===== src/sv/assert_macros.svh =====
// Assertion helpers shared by the RTL.
`ifndef ASSERT_MACROS_SVH
`define ASSERT_MACROS_SVH

// Implication checked on every clock edge outside reset.
`define ASSERT_IMPLY(lbl, clk, rstn, ante, cons, msg) \
  lbl: assert property (@(posedge clk) disable iff (!rstn) (ante) |-> (cons)) \
    else $error(msg);

// Condition that must hold on every clock edge outside reset.
`define ASSERT_ALWAYS(lbl, clk, rstn, cond, msg) \
  lbl: assert property (@(posedge clk) disable iff (!rstn) (cond)) else $error(msg);

`endif


===== src/sv/bft_pkg.sv =====
package bft_pkg;

  typedef enum logic [3:0] {
    KIND_OPEN  = 4'd0,
    KIND_CLOSE = 4'd1,
    KIND_COMMA = 4'd2,
    KIND_COLON = 4'd3,
    KIND_IDENT = 4'd4,
    KIND_CC    = 4'd5,
    KIND_PROJ  = 4'd6,
    KIND_LIB   = 4'd7,
    KIND_FILES = 4'd8,
    KIND_FLAGS = 4'd9,
    KIND_ERROR = 4'd10,
    KIND_END   = 4'd11
  } token_kind_e;

  typedef enum logic [2:0] {
    BC_BLANK,
    BC_OPEN,
    BC_CLOSE,
    BC_COMMA,
    BC_COLON,
    BC_WORD,
    BC_END,
    BC_OTHER
  } byte_class_e;

  localparam int LEN_BITS = 8;
  localparam int POS_OUT_BITS = 16;
  localparam int NUM_KW = 5;
  localparam int KW_MAX_LEN = 5;

  localparam logic [7:0] CH_OPEN  = 8'h5B;  // '['
  localparam logic [7:0] CH_CLOSE = 8'h5D;  // ']'
  localparam logic [7:0] CH_COMMA = 8'h2C;  // ','
  localparam logic [7:0] CH_COLON = 8'h3A;  // ':'
  localparam logic [7:0] CH_DOT   = 8'h2E;  // '.'
  localparam logic [7:0] CH_SPACE = 8'h20;
  localparam logic [7:0] CH_END   = 8'h00;

  // Keyword spellings, zero padded; a word byte is never zero, so padding never matches.
  localparam logic [7:0] KW_CHAR [NUM_KW][KW_MAX_LEN] = '{
    '{"C", "C", 8'h00, 8'h00, 8'h00},
    '{"P", "R", "O", "J", 8'h00},
    '{"L", "I", "B", 8'h00, 8'h00},
    '{"F", "I", "L", "E", "S"},
    '{"F", "L", "A", "G", "S"}
  };
  localparam logic [LEN_BITS-1:0] KW_LEN [NUM_KW] = '{8'd2, 8'd4, 8'd3, 8'd5, 8'd5};
  localparam token_kind_e KW_KIND [NUM_KW] = '{KIND_CC, KIND_PROJ, KIND_LIB, KIND_FILES,
                                               KIND_FLAGS};

  localparam int RES_DEPTH = 4;
  localparam int PTR_BITS = $clog2(RES_DEPTH);
  localparam int LVL_BITS = $clog2(RES_DEPTH + 1);

  typedef struct packed {
    token_kind_e                token_kind;
    logic [POS_OUT_BITS-1:0]    start_offset;
    logic [LEN_BITS-1:0]        token_length;
    logic                       last_of_run;
  } token_t;

  // Up to two results produced by one byte.
  typedef struct packed {
    logic [1:0] count;
    token_t     first;
    token_t     second;
  } push_t;

  function automatic byte_class_e classify(input logic [7:0] b);
    byte_class_e c;
    if (b == CH_END) c = BC_END;
    else if (b == CH_SPACE || (b >= 8'd9 && b <= 8'd13)) c = BC_BLANK;
    else if (b == CH_OPEN) c = BC_OPEN;
    else if (b == CH_CLOSE) c = BC_CLOSE;
    else if (b == CH_COMMA) c = BC_COMMA;
    else if (b == CH_COLON) c = BC_COLON;
    else if ((b >= "0" && b <= "9") || (b >= "A" && b <= "Z") ||
             (b >= "a" && b <= "z") || b == CH_DOT) c = BC_WORD;
    else c = BC_OTHER;
    return c;
  endfunction

  function automatic logic [NUM_KW-1:0] narrow(input logic [NUM_KW-1:0] cand,
                                               input logic [LEN_BITS-1:0] idx,
                                               input logic [7:0] b);
    logic [NUM_KW-1:0] r;
    r = '0;
    for (int k = 0; k < NUM_KW; k++) begin
      for (int j = 0; j < KW_MAX_LEN; j++) begin
        if (cand[k] && idx == LEN_BITS'(j) && KW_CHAR[k][j] == b) r[k] = 1'b1;
      end
    end
    return r;
  endfunction

  function automatic token_kind_e word_kind(input logic [NUM_KW-1:0] cand,
                                            input logic [LEN_BITS-1:0] len);
    token_kind_e kd;
    kd = KIND_IDENT;
    for (int k = NUM_KW - 1; k >= 0; k--) begin
      if (cand[k] && len == KW_LEN[k]) kd = KW_KIND[k];
    end
    return kd;
  endfunction

endpackage


===== src/sv/bft_if.sv =====
interface bft_byte_if;
  logic       valid;
  logic       ready;
  logic [7:0] text_byte;

  modport source (output valid, output text_byte, input ready);
  modport sink (input valid, input text_byte, output ready);
endinterface

interface bft_token_if;
  import bft_pkg::*;
  logic                    valid;
  logic                    ready;
  token_kind_e             token_kind;
  logic [POS_OUT_BITS-1:0] start_offset;
  logic [LEN_BITS-1:0]     token_length;
  logic                    last_of_run;

  modport source (output valid, output token_kind, output start_offset, output token_length,
                  output last_of_run, input ready);
  modport sink (input valid, input token_kind, input start_offset, input token_length,
                input last_of_run, output ready);
endinterface


===== src/sv/bft_result_fifo.sv =====
module bft_result_fifo (
  input  logic                      clk_i,
  input  logic                      rst_ni,
  input  bft_pkg::push_t            push_i,
  output logic                      room_o,
  output logic [bft_pkg::LVL_BITS-1:0] level_o,
  bft_token_if.source               out_o
);
  import bft_pkg::*;

  token_t                mem_q [RES_DEPTH];
  logic [PTR_BITS-1:0]   wr_q, wr_d, rd_q, rd_d;
  logic [LVL_BITS-1:0]   level_q, level_d;
  logic                  pop;
  token_t                head;

  assign pop     = (level_q != '0) && out_o.ready;
  assign room_o  = level_q <= LVL_BITS'(RES_DEPTH - 2);
  assign level_o = level_q;

  always_comb begin
    wr_d    = wr_q + PTR_BITS'(push_i.count);
    rd_d    = rd_q + PTR_BITS'(pop);
    level_d = level_q + LVL_BITS'(push_i.count) - LVL_BITS'(pop);
  end

  always_ff @(posedge clk_i or negedge rst_ni) begin
    if (!rst_ni) begin
      wr_q    <= '0;
      rd_q    <= '0;
      level_q <= '0;
    end else begin
      wr_q    <= wr_d;
      rd_q    <= rd_d;
      level_q <= level_d;
    end
  end

  always_ff @(posedge clk_i) begin
    if (push_i.count != 2'd0) mem_q[wr_q] <= push_i.first;
    if (push_i.count == 2'd2) mem_q[wr_q + PTR_BITS'(1)] <= push_i.second;
  end

  assign head              = mem_q[rd_q];
  assign out_o.valid        = level_q != '0;
  assign out_o.token_kind   = head.token_kind;
  assign out_o.start_offset = head.start_offset;
  assign out_o.token_length = head.token_length;
  assign out_o.last_of_run  = head.last_of_run;
endmodule


===== src/sv/bft_core.sv =====
module bft_core #(
  parameter int MAX_LEXEME  = 256,
  parameter int OFFSET_BITS = 16
) (
  input  logic           clk_i,
  input  logic           rst_ni,
  bft_byte_if.sink       in_i,
  input  logic           room_i,
  output bft_pkg::push_t push_o
);
  import bft_pkg::*;

  // input register
  logic       stg_v_q, stg_v_d;
  logic [7:0] stg_b_q, stg_b_d;
  logic       fire;

  // scanner state
  logic                   in_word_q, in_word_d;
  logic [LEN_BITS-1:0]    wlen_q, wlen_d;
  logic [OFFSET_BITS-1:0] wstart_q, wstart_d;
  logic [NUM_KW-1:0]      cand_q, cand_d;
  logic [OFFSET_BITS-1:0] pos_q, pos_d;
  logic                   failed_q, failed_d;

  byte_class_e            cls;
  logic [31:0]            pos_ext, wstart_ext;
  logic [OFFSET_BITS-1:0] pos_inc;
  logic                   word_out, byte_out, too_long;
  token_t                 word_tok, byte_tok;
  push_t                  push;

  assign fire      = stg_v_q && room_i;
  assign in_i.ready = !stg_v_q || room_i;

  always_comb begin
    stg_v_d = stg_v_q;
    stg_b_d = stg_b_q;
    if (in_i.valid && in_i.ready) begin
      stg_v_d = 1'b1;
      stg_b_d = in_i.text_byte;
    end else if (fire) begin
      stg_v_d = 1'b0;
    end
  end

  assign cls        = classify(stg_b_q);
  assign pos_ext    = 32'(pos_q);
  assign wstart_ext = 32'(wstart_q);
  assign pos_inc    = pos_q + OFFSET_BITS'(1);
  assign too_long   = ({1'b0, wlen_q} + 9'd1) >= 9'(MAX_LEXEME);

  always_comb begin
    in_word_d = in_word_q;
    wlen_d    = wlen_q;
    wstart_d  = wstart_q;
    cand_d    = cand_q;
    pos_d     = pos_q;
    failed_d  = failed_q;
    word_out  = 1'b0;
    byte_out  = 1'b0;

    word_tok.token_kind   = word_kind(cand_q, wlen_q);
    word_tok.start_offset = wstart_ext[POS_OUT_BITS-1:0];
    word_tok.token_length = wlen_q;
    word_tok.last_of_run  = 1'b0;

    byte_tok.token_kind   = KIND_ERROR;
    byte_tok.start_offset = pos_ext[POS_OUT_BITS-1:0];
    byte_tok.token_length = LEN_BITS'(1);
    byte_tok.last_of_run  = 1'b1;

    if (failed_q) begin
      // drop bytes until end of text
      if (cls == BC_END) begin
        in_word_d = 1'b0;
        wlen_d    = '0;
        wstart_d  = '0;
        cand_d    = '1;
        pos_d     = '0;
        failed_d  = 1'b0;
      end else begin
        pos_d = pos_inc;
      end
    end else if (in_word_q && cls == BC_WORD) begin
      if (too_long) begin
        byte_out  = 1'b1;
        failed_d  = 1'b1;
        in_word_d = 1'b0;
      end else begin
        cand_d = narrow(cand_q, wlen_q, stg_b_q);
        wlen_d = wlen_q + LEN_BITS'(1);
      end
      pos_d = pos_inc;
    end else begin
      if (in_word_q) begin
        word_out  = 1'b1;
        in_word_d = 1'b0;
        wlen_d    = '0;
        cand_d    = '1;
      end
      pos_d = pos_inc;
      unique case (cls)
        BC_END: begin
          byte_out              = 1'b1;
          byte_tok.token_kind   = KIND_END;
          byte_tok.token_length = '0;
          in_word_d = 1'b0;
          wlen_d    = '0;
          wstart_d  = '0;
          cand_d    = '1;
          pos_d     = '0;
          failed_d  = 1'b0;
        end
        BC_BLANK: ;
        BC_OPEN: begin
          byte_out            = 1'b1;
          byte_tok.token_kind = KIND_OPEN;
        end
        BC_CLOSE: begin
          byte_out            = 1'b1;
          byte_tok.token_kind = KIND_CLOSE;
        end
        BC_COMMA: begin
          byte_out            = 1'b1;
          byte_tok.token_kind = KIND_COMMA;
        end
        BC_COLON: begin
          byte_out            = 1'b1;
          byte_tok.token_kind = KIND_COLON;
        end
        BC_WORD: begin
          in_word_d = 1'b1;
          wstart_d  = pos_q;
          wlen_d    = LEN_BITS'(1);
          cand_d    = narrow('1, '0, stg_b_q);
        end
        default: begin
          byte_out = 1'b1;
          failed_d = 1'b1;
        end
      endcase
    end

    word_tok.last_of_run = !byte_out;
    push.first  = word_out ? word_tok : byte_tok;
    push.second = byte_tok;
    push.count  = {1'b0, word_out} + {1'b0, byte_out};
    if (!fire) push.count = 2'd0;
  end

  assign push_o = push;

  always_ff @(posedge clk_i or negedge rst_ni) begin
    if (!rst_ni) begin
      stg_v_q   <= 1'b0;
      in_word_q <= 1'b0;
      wlen_q    <= '0;
      wstart_q  <= '0;
      cand_q    <= '1;
      pos_q     <= '0;
      failed_q  <= 1'b0;
    end else begin
      stg_v_q <= stg_v_d;
      if (fire) begin
        in_word_q <= in_word_d;
        wlen_q    <= wlen_d;
        wstart_q  <= wstart_d;
        cand_q    <= cand_d;
        pos_q     <= pos_d;
        failed_q  <= failed_d;
      end
    end
  end

  always_ff @(posedge clk_i) begin
    stg_b_q <= stg_b_d;
  end
endmodule


===== src/sv/build_file_tokenizer.sv =====
// Build-file tokenizer.
// in_i  : one text byte per item, valid/ready; a zero byte ends the text.
// out_o : token items (kind, start offset, length, last_of_run), valid/ready.
//         last_of_run marks the final token caused by one input byte.
// A byte first lands in an input register; when the result queue has room, the scanner
// classifies it against the word state and pushes zero, one or two tokens
// into a 4-entry result queue that drives out_o.
// A token is offered only after its byte has passed the input register and the queue.
// Throughput: one byte per cycle while the queue has room. A byte that closes a word and
// also gives its own token pushes two items, which the output side pops one at a time.
// The scanner advances only while the queue holds at most two items, so a
// stalled receiver backs pressure up to in_i.ready with no token lost.
// After an error, bytes are consumed silently up to the end byte.
// Reset: empties the queue and input register, returns the scanner to the
// start of a text at offset 0. All reset is immediate; no clearing pass.
`include "assert_macros.svh"

module build_file_tokenizer #(
  parameter int MAX_LEXEME  = 256,
  parameter int OFFSET_BITS = 16
) (
  input  logic         clk_i,
  input  logic         rst_ni,
  bft_byte_if.sink     in_i,
  bft_token_if.source  out_o
);
  import bft_pkg::*;

  push_t               push;
  logic                room;
  logic [LVL_BITS-1:0] level;

  // scanner with its input register
  bft_core #(
    .MAX_LEXEME (MAX_LEXEME),
    .OFFSET_BITS(OFFSET_BITS)
  ) u_core (
    .clk_i (clk_i),
    .rst_ni(rst_ni),
    .in_i  (in_i),
    .room_i(room),
    .push_o(push)
  );

  // result queue
  bft_result_fifo u_fifo (
    .clk_i  (clk_i),
    .rst_ni (rst_ni),
    .push_i (push),
    .room_o (room),
    .level_o(level),
    .out_o  (out_o)
  );

  `ASSERT_ALWAYS(a_level_bound, clk_i, rst_ni, level <= LVL_BITS'(RES_DEPTH), "queue overflow")
  `ASSERT_IMPLY(a_push_room, clk_i, rst_ni, push.count != 2'd0, room, "push without room")
  `ASSERT_IMPLY(a_end_last, clk_i, rst_ni, out_o.valid && out_o.token_kind == KIND_END,
                out_o.last_of_run && out_o.token_length == '0, "bad end token")
  `ASSERT_IMPLY(a_pair_order, clk_i, rst_ni, push.count == 2'd2,
                !push.first.last_of_run && push.second.last_of_run, "bad pair marks")
endmodule


===== src/flat_wrapper.sv =====
// flat-port wrapper written by rule: the top's interface ports become plain ports
module build_file_tokenizer_flat import bft_pkg::*;
#(
  parameter int MAX_LEXEME  = 256,
  parameter int OFFSET_BITS = 16
)
  (clk_i, rst_ni, in_i_valid, in_i_text_byte, in_i_ready, out_o_valid, out_o_token_kind, out_o_start_offset, out_o_token_length, out_o_last_of_run, out_o_ready);
  bft_byte_if in_i_i ();
  bft_token_if out_o_i ();
  input  logic clk_i;
  input  logic rst_ni;
  input wire logic [$bits(in_i_i.valid)-1:0] in_i_valid;
  input wire logic [$bits(in_i_i.text_byte)-1:0] in_i_text_byte;
  output wire logic [$bits(in_i_i.ready)-1:0] in_i_ready;
  output wire logic [$bits(out_o_i.valid)-1:0] out_o_valid;
  output wire logic [$bits(out_o_i.token_kind)-1:0] out_o_token_kind;
  output wire logic [$bits(out_o_i.start_offset)-1:0] out_o_start_offset;
  output wire logic [$bits(out_o_i.token_length)-1:0] out_o_token_length;
  output wire logic [$bits(out_o_i.last_of_run)-1:0] out_o_last_of_run;
  input wire logic [$bits(out_o_i.ready)-1:0] out_o_ready;
  assign in_i_i.valid = in_i_valid;
  assign in_i_i.text_byte = in_i_text_byte;
  assign in_i_ready = in_i_i.ready;
  assign out_o_valid = out_o_i.valid;
  assign out_o_token_kind = out_o_i.token_kind;
  assign out_o_start_offset = out_o_i.start_offset;
  assign out_o_token_length = out_o_i.token_length;
  assign out_o_last_of_run = out_o_i.last_of_run;
  assign out_o_i.ready = out_o_ready;
  build_file_tokenizer #(.MAX_LEXEME(MAX_LEXEME), .OFFSET_BITS(OFFSET_BITS)) u_core (.clk_i(clk_i), .rst_ni(rst_ni), .in_i(in_i_i), .out_o(out_o_i));
endmodule

===== config.mk =====
export PLATFORM = sky130hd
export DESIGN_NAME = build_file_tokenizer_flat
export DESIGN_NICKNAME = d
export VERILOG_FILES = /design/src/sv/bft_pkg.sv /design/src/sv/bft_if.sv /design/src/sv/bft_result_fifo.sv /design/src/sv/bft_core.sv /design/src/sv/build_file_tokenizer.sv /design/src/flat_wrapper.sv
export VERILOG_INCLUDE_DIRS = /design/src /design/src/sv
export SDC_FILE = /design/constraint.sdc
export NUM_CORES = 1
export LEC_CHECK = 0
export ABC_CLOCK_PERIOD_IN_PS = 6600
export BUFFER_PORTS_ARGS = -buffer_cell sky130_fd_sc_hd__buf_2
export CAP_MARGIN = 20
export CORE_UTILIZATION = 50
export DETAILED_ROUTE_END_ITERATION = 12
export HOLD_SLACK_MARGIN = 0.06
export PLACE_DENSITY = 0.67
export SYNTH_ARGS = -nofsm -noshare
export SYNTH_HDL_FRONTEND = slang
export SYNTH_SLANG_ARGS = --single-unit

===== constraint.sdc =====
create_clock -name clk_i -period 6.6 [get_ports clk_i]
set_input_delay 0.66 -clock clk_i [delete_from_list [all_inputs] [get_ports clk_i]]
set_output_delay 0.66 -clock clk_i [all_outputs]
set_load 0.02 [all_outputs]

# [Yosys cells after proc, flatten, opt, wreduce, memory -nomap -nowiden]
# Memories as Yosys holds them, arrays and structs flattened.
# Index checks and enable logic that the tools add are counted.
[totals] register_bits=63 ram_bits=116 input_bits=12 output_inout_bits=31 wordCells=236 memories=1
[memory_table] name="u_core.u_fifo.mem_q" words=4 width=29 rd=1 rd_clocked_by_memory_dff=0 write_ports=2 line_no="bft_result_fifo.sv:11" source="token_t mem_q [RES_DEPTH];"
[classes] add_sub_neg=9 n_lt_le_gt_ge=10 n_eq_ne=35 mux=90 n_reduce_logical=80
[ops] operator="$eq A7 B8 Y1 const A" count=13
[ops] operator="$mux W16" count=6
[ops] operator="$logic_and A1 B1 Y1" count=60
[ops] operator="$mux W1" count=54
[ops] operator="$mux W8" count=5
[ops] operator="$eq A8 B6 Y1 const B" count=4
[ops] operator="$pmux W16 S2" count=1
[ops] operator="$mux W29" count=1
[ops] operator="$mux W4" count=7
[ops] operator="$mux W5" count=5
[ops] operator="$pmux W4 S5" count=1
[ops] operator="$add A16 B1 Y16 const B" count=1
[ops] operator="$eq A8 B2 Y1 const B" count=2
[ops] operator="$eq A8 B3 Y1 const B" count=2
[ops] operator="$eq A8 B7 Y1 const B" count=2
[ops] operator="$ge A8 B7 Y1 const B" count=2
[ops] operator="$le A8 B7 Y1 const B" count=2
[ops] operator="$logic_not A8 Y1" count=2
[ops] operator="$pmux W8 S2" count=1
[ops] operator="$mux W3" count=5
[ops] operator="$pmux W5 S2" count=1
[ops] operator="$add A8 B1 Y9 const B" count=1
[ops] operator="$eq A3 B3 Y1 const B" count=3
[ops] operator="$ge A9 B9 Y1 const B" count=1
[ops] operator="30 further kinds" count=42

# [Longest topological paths before layout]
[logic_depth] depth_word=22 ltp_mapped=20 mapped_depth_nobuf=16

# [Hierarchy]
# Synthesis repeated with hierarchy kept, for this count alone.
[hier_totals] hier_cells=709 hier_area_um2=9710.6
[by_module_without_submodules] mod="bft_result_fifo" n_inst=1 cells_each=322 area_per_inst_um2=6054.6
[by_module_without_submodules] mod="bft_core" n_inst=1 cells_each=387 area_per_inst_um2=3656.0

# [Worst setup path before layout]
# Ideal clock, no wire load.
[synth_path] kind="reg2reg" start="register u_core.u_core.stg_b_q[2]" end="memory u_core.u_fifo.mem_q[1][10] in the netlist's numbering (enable)" t_arrival_ns=3.858 path_slack_ns=2.366 path_stages_with_launch=16 path_buffers=5 cell_sequence="edfxtp_1 -> buf_6 -> or4_4 -> o31a_1 -> o32ai_4 -> a31o_4 -> nand2b_1 -> buf_6 -> clkinv_2 -> buf_6 -> buf_2 -> ha_1 -> clkbuf_1 -> nor4_1 -> nor2_1 -> inv_1"
[synth_rtl] element="start: declaration" line_no="bft_core.sv:15" source="logic [7:0] stg_b_q, stg_b_d;"
[synth_rtl] element="start signal: assignment" line_no="bft_core.sv:177" source="stg_b_q <= stg_b_d;"
[synth_rtl] element="end: declaration" line_no="bft_result_fifo.sv:11"

==> metrics <==
Period Utilization, post-route 86.0%; total cell area at the placement stage 0.00926 mm²; peak supply drop 0.190 mV; Critical Path Source Type register; final critical path time including I/O delays and setup 5670 ps; Cells after Synth 781; starting density of the core 51.6%; portion of total power attributed to the clock network 32.2%; post-cts sizing count 0; Reg power frac 45.3%; portion of total power attributed to combinational logic 22.6%; buffers added on ports 42; Warnings, synthesis 0; post-route clock skew 11.3 ps; switching power total 1.07 mW; routability congestion estimate 0.883; worst setup path category reg -> reg; cell chain of the critical path nor2b_1, a32o_1, a21o_1, a31o_4, nand2b_1, clkinv_2, ha_1, o21ai_1, nor2_1, nor2_1, inv_1; kind of capture point of the worst setup path register; slowest cell on the critical path sky130_fd_sc_hd__inv_1; count of endpoints failing hold in the final timing report 0; DRC violation count after routing 0; vias per inst 6.56; number of core rows 48; Post-CTS Repair Setup Buffers 0; max incr delay on CP 780 ps; Pleak 3.50 nW; Finish-stage setup viols 0; die area 0.0186 mm²; area added between synthesis and finish 9.29%; Slew Limit Fails 0; clock tree from TritonCTS built; diode insertion count for antenna repair 0; count of nets after finishing 806; cell with the most instances on the worst path sky130_fd_sc_hd__nor2_1; endpoint required time on the critical path 6650 ps; Post-synth ARST share 30.7%; maximum clock insertion buffer count 2; DP Wirelength 15100 µm; sequential share of the synthesized area 52.6%; flip-flop and latch count after synthesis 179; number of distinct library cell variants in the gate-level netlist after synthesis 65; smallest setup slack after layout 926 ps; max-cap violation count 0; global route total overflow 0; Max Freq 176 MHz; H-tree depth 4; final instance area 0.00986 mm²; remaining antenna violation count 0; clock transition at the register clock pins on the worst setup and hold paths after CTS 70 ps; number of nets produced by synthesis 805; worst max-slew margin expressed relative to the limit 31.7%; transition time at the pin with the least slew margin 1020 ps; total iterations of the first detailed-routing run 5; area used by multi-input combinational logic 0.00392 mm²; unrepaired setup endpoints after global routing false; Internal Dissipation 2.14 mW; number of placed I/O pins 43; die height 136 µm; total clock buffers created by CTS 17; via count of the first global-routing pass 6657; violation count after the first detailed-route iteration 628; maximum number of pins on one net before global-route repair 56; result of the run completed; hold bufs inserted after CTS 0; total detailed-routing wirelength 23000 µm; commonest register cell after synthesis sky130_fd_sc_hd__edfxtp_1; Tot GR Track Use 26.0%; buffer cell driving the clock tree root sky130_fd_sc_hd__clkbuf_16; EDFF count, synth 88; Mean Syn Cell Area 11.6 µm²; total clock sinks 179; Hold/Removal Path Class in -> async; data arrival time of the critical path 5730 ps; fill cell count 1440; count of vias placed by the detailed router 6695; Post-Synthesis Cell Area 0.00902 mm²; total power draw 3.21 mW; Die Width 136 µm; Setup WS pre-CTS 1040 ps; layout cells sized above 1 16.7%; area inside the core boundary 0.0175 mm²; Routed WL per cell 22.6 µm; clock latency on the worst-skew pair 440 ps; maximum fanout count along the critical path 39; setup tns final 0 ps; wire length of the first global-routing pass 36100 µm; switching power as a share of total power 33.3%; depth of the worst register-to-register path 11; Cell Pwr Density 326 mW/mm²; sequential standard cell area 0.00475 mm²; initial antenna violation count 0
[worst paths after layout]
kind                                            start  slack (ps)                         end
setup / recovery             u_core.u_core.stg_b_q[1]         930  u_core.u_fifo.mem_q[3][12]
hold / removal                                 rst_ni         340     u_core.u_core.wlen_q[3]
setup reg to reg             u_core.u_core.stg_b_q[1]         930  u_core.u_fifo.mem_q[3][12]
hold reg to reg            u_core.u_fifo.mem_q[2][27]         460  u_core.u_fifo.mem_q[2][27]
max in group asynchronous                      rst_ni        5710       u_core.u_fifo.rd_q[0]
min in group clk_i                  in_i_text_byte[1]         390    u_core.u_core.stg_b_q[1]
[sequential cells by signal (all words and copies together), names as in the netlist]
| register | cells |
|---|---|
| u_core.u_core.cand_q | 5 |
| u_core.u_core.failed_q | 1 |
| u_core.u_core.in_word_q | 1 |
| u_core.u_core.pos_q | 16 |
| u_core.u_core.stg_b_q | 8 |
| u_core.u_core.stg_v_q | 1 |
| u_core.u_core.wlen_q | 8 |
| u_core.u_core.wstart_q | 16 |
| u_core.u_fifo.level_o | 3 |
| u_core.u_fifo.mem_q | 116 |
| u_core.u_fifo.rd_q | 2 |
| u_core.u_fifo.wr_q | 2 |
[area by class of cell]
cell class | instances | area share [%]
clock buffer | 17 | 4.31
timing repair buffer | 48 | 2.59
tap | 225 | 2.85
inverter | 15 | 0.584
multi-input combinational | 521 | 39.8
sequential | 179 | 48.1
clock inverter | 15 | 1.76
[placed cells by master, fill, tap and decap left out, types with 12 or more instances in the layout]
master                       n
sky130_fd_sc_hd__edfxtp_1   88
sky130_fd_sc_hd__a22o_1     75
sky130_fd_sc_hd__o21ai_0    66
sky130_fd_sc_hd__nand2_1    64
sky130_fd_sc_hd__dfrtp_1    49
sky130_fd_sc_hd__buf_2      42
sky130_fd_sc_hd__dfxtp_1    36
sky130_fd_sc_hd__nor2_1     34
sky130_fd_sc_hd__a32o_1     30
sky130_fd_sc_hd__mux4_2     29
sky130_fd_sc_hd__a21oi_1    27
sky130_fd_sc_hd__clkbuf_16  17
sky130_fd_sc_hd__nand3_1    16
sky130_fd_sc_hd__inv_1      14
sky130_fd_sc_hd__o22ai_1    13
sky130_fd_sc_hd__nor3_1     12
sky130_fd_sc_hd__nor2b_1    12
[cells in the mapped netlist, drive strengths merged, types with 3 or more instances]
cell type / number / area, µm²
o22ai: 13 / 81.3
or4: 5 / 41.3
a21oi: 27 / 135
mux2i: 3 / 30.0
a31oi: 6 / 37.5
inv: 14 / 52.6
xor2: 9 / 78.8
ha: 11 / 138
nand2: 64 / 240
nand2b: 10 / 62.6
dfstp: 5 / 131
or3: 8 / 50.1
or2: 4 / 25.0
nand3b: 5 / 37.5
nor2b: 12 / 75.1
nor3: 12 / 60.1
nand4: 4 / 25.0
nor4: 3 / 18.8
a2bb2oi: 3 / 26.3
xnor2: 4 / 35.0
nor2: 38 / 153
o31ai: 3 / 22.5
edfxtp: 88 / 2640
dfrtp: 50 / 1250
and3: 11 / 68.8
nand3: 16 / 80.1
clkbuf: 47 / 178
mux4: 29 / 653
a32o: 30 / 300
o22a: 3 / 26.3
o21ai: 73 / 395
nor3b: 4 / 30.0
and2: 8 / 50.1
a21o: 4 / 30.0
dfxtp: 36 / 721
buf: 19 / 121
a22o: 75 / 657
[critical path: cells and delay by family (launching register included)]
kind	cells	cell delay [ps]
buffers and inverters	2	1370
and+or+nand+nor	4	1450
adders and majority gates	1	680
DFF	1	730
AOI/OAI and AO/OA	4	1050
[per-layer routing]
metal / GRT usage [%] / up-vias / wire length (µm)
met3: 4.14 / 41 / 1190
met4: 11.0 / 0 / 616
met2: 44.8 / 277 / 11800
met5: 0 / - / 0
li1: - / 3021 / -
met1: 32.3 / 3356 / 9440
[power groups by stage]
| stage | clock network (mW) | logic (mW) | registers [mW] |
|---|---|---|---|
| after global placement | 0 | 0.719 | 1.47 |
| final | 1.03 | 0.725 | 1.45 |
| after CTS | 1.04 | 0.736 | 1.45 |
| after global routing | 1.08 | 0.788 | 1.48 |
| after floorplan | 0 | 0.624 | 1.34 |
| after detailed placement | 0 | 0.732 | 1.47 |
[cells by family after synthesis]
| kind of cell | after synthesis | synth area share [%] |
|---|---|---|
| compound gates | 254 | 20.9 |
| xor+xnor | 13 | 1.26 |
| fa+ha+maj | 12 | 1.75 |
| buf+inv | 81 | 3.95 |
| flops | 179 | 52.6 |
| mux | 33 | 7.69 |
| simple gates | 209 | 11.8 |
[through the flow]
step                      std cells  util (%)  hold slack, ps
final                          1020      56.4             342
after global routing           1020      56.4             381
after CTS                      1020      56.4             388
after detailed placement        988      53.0             451
after global placement          988      53.0             440
after floorplan                 781         -             364
No activity file was read; power rests on OpenSTA's default activity.
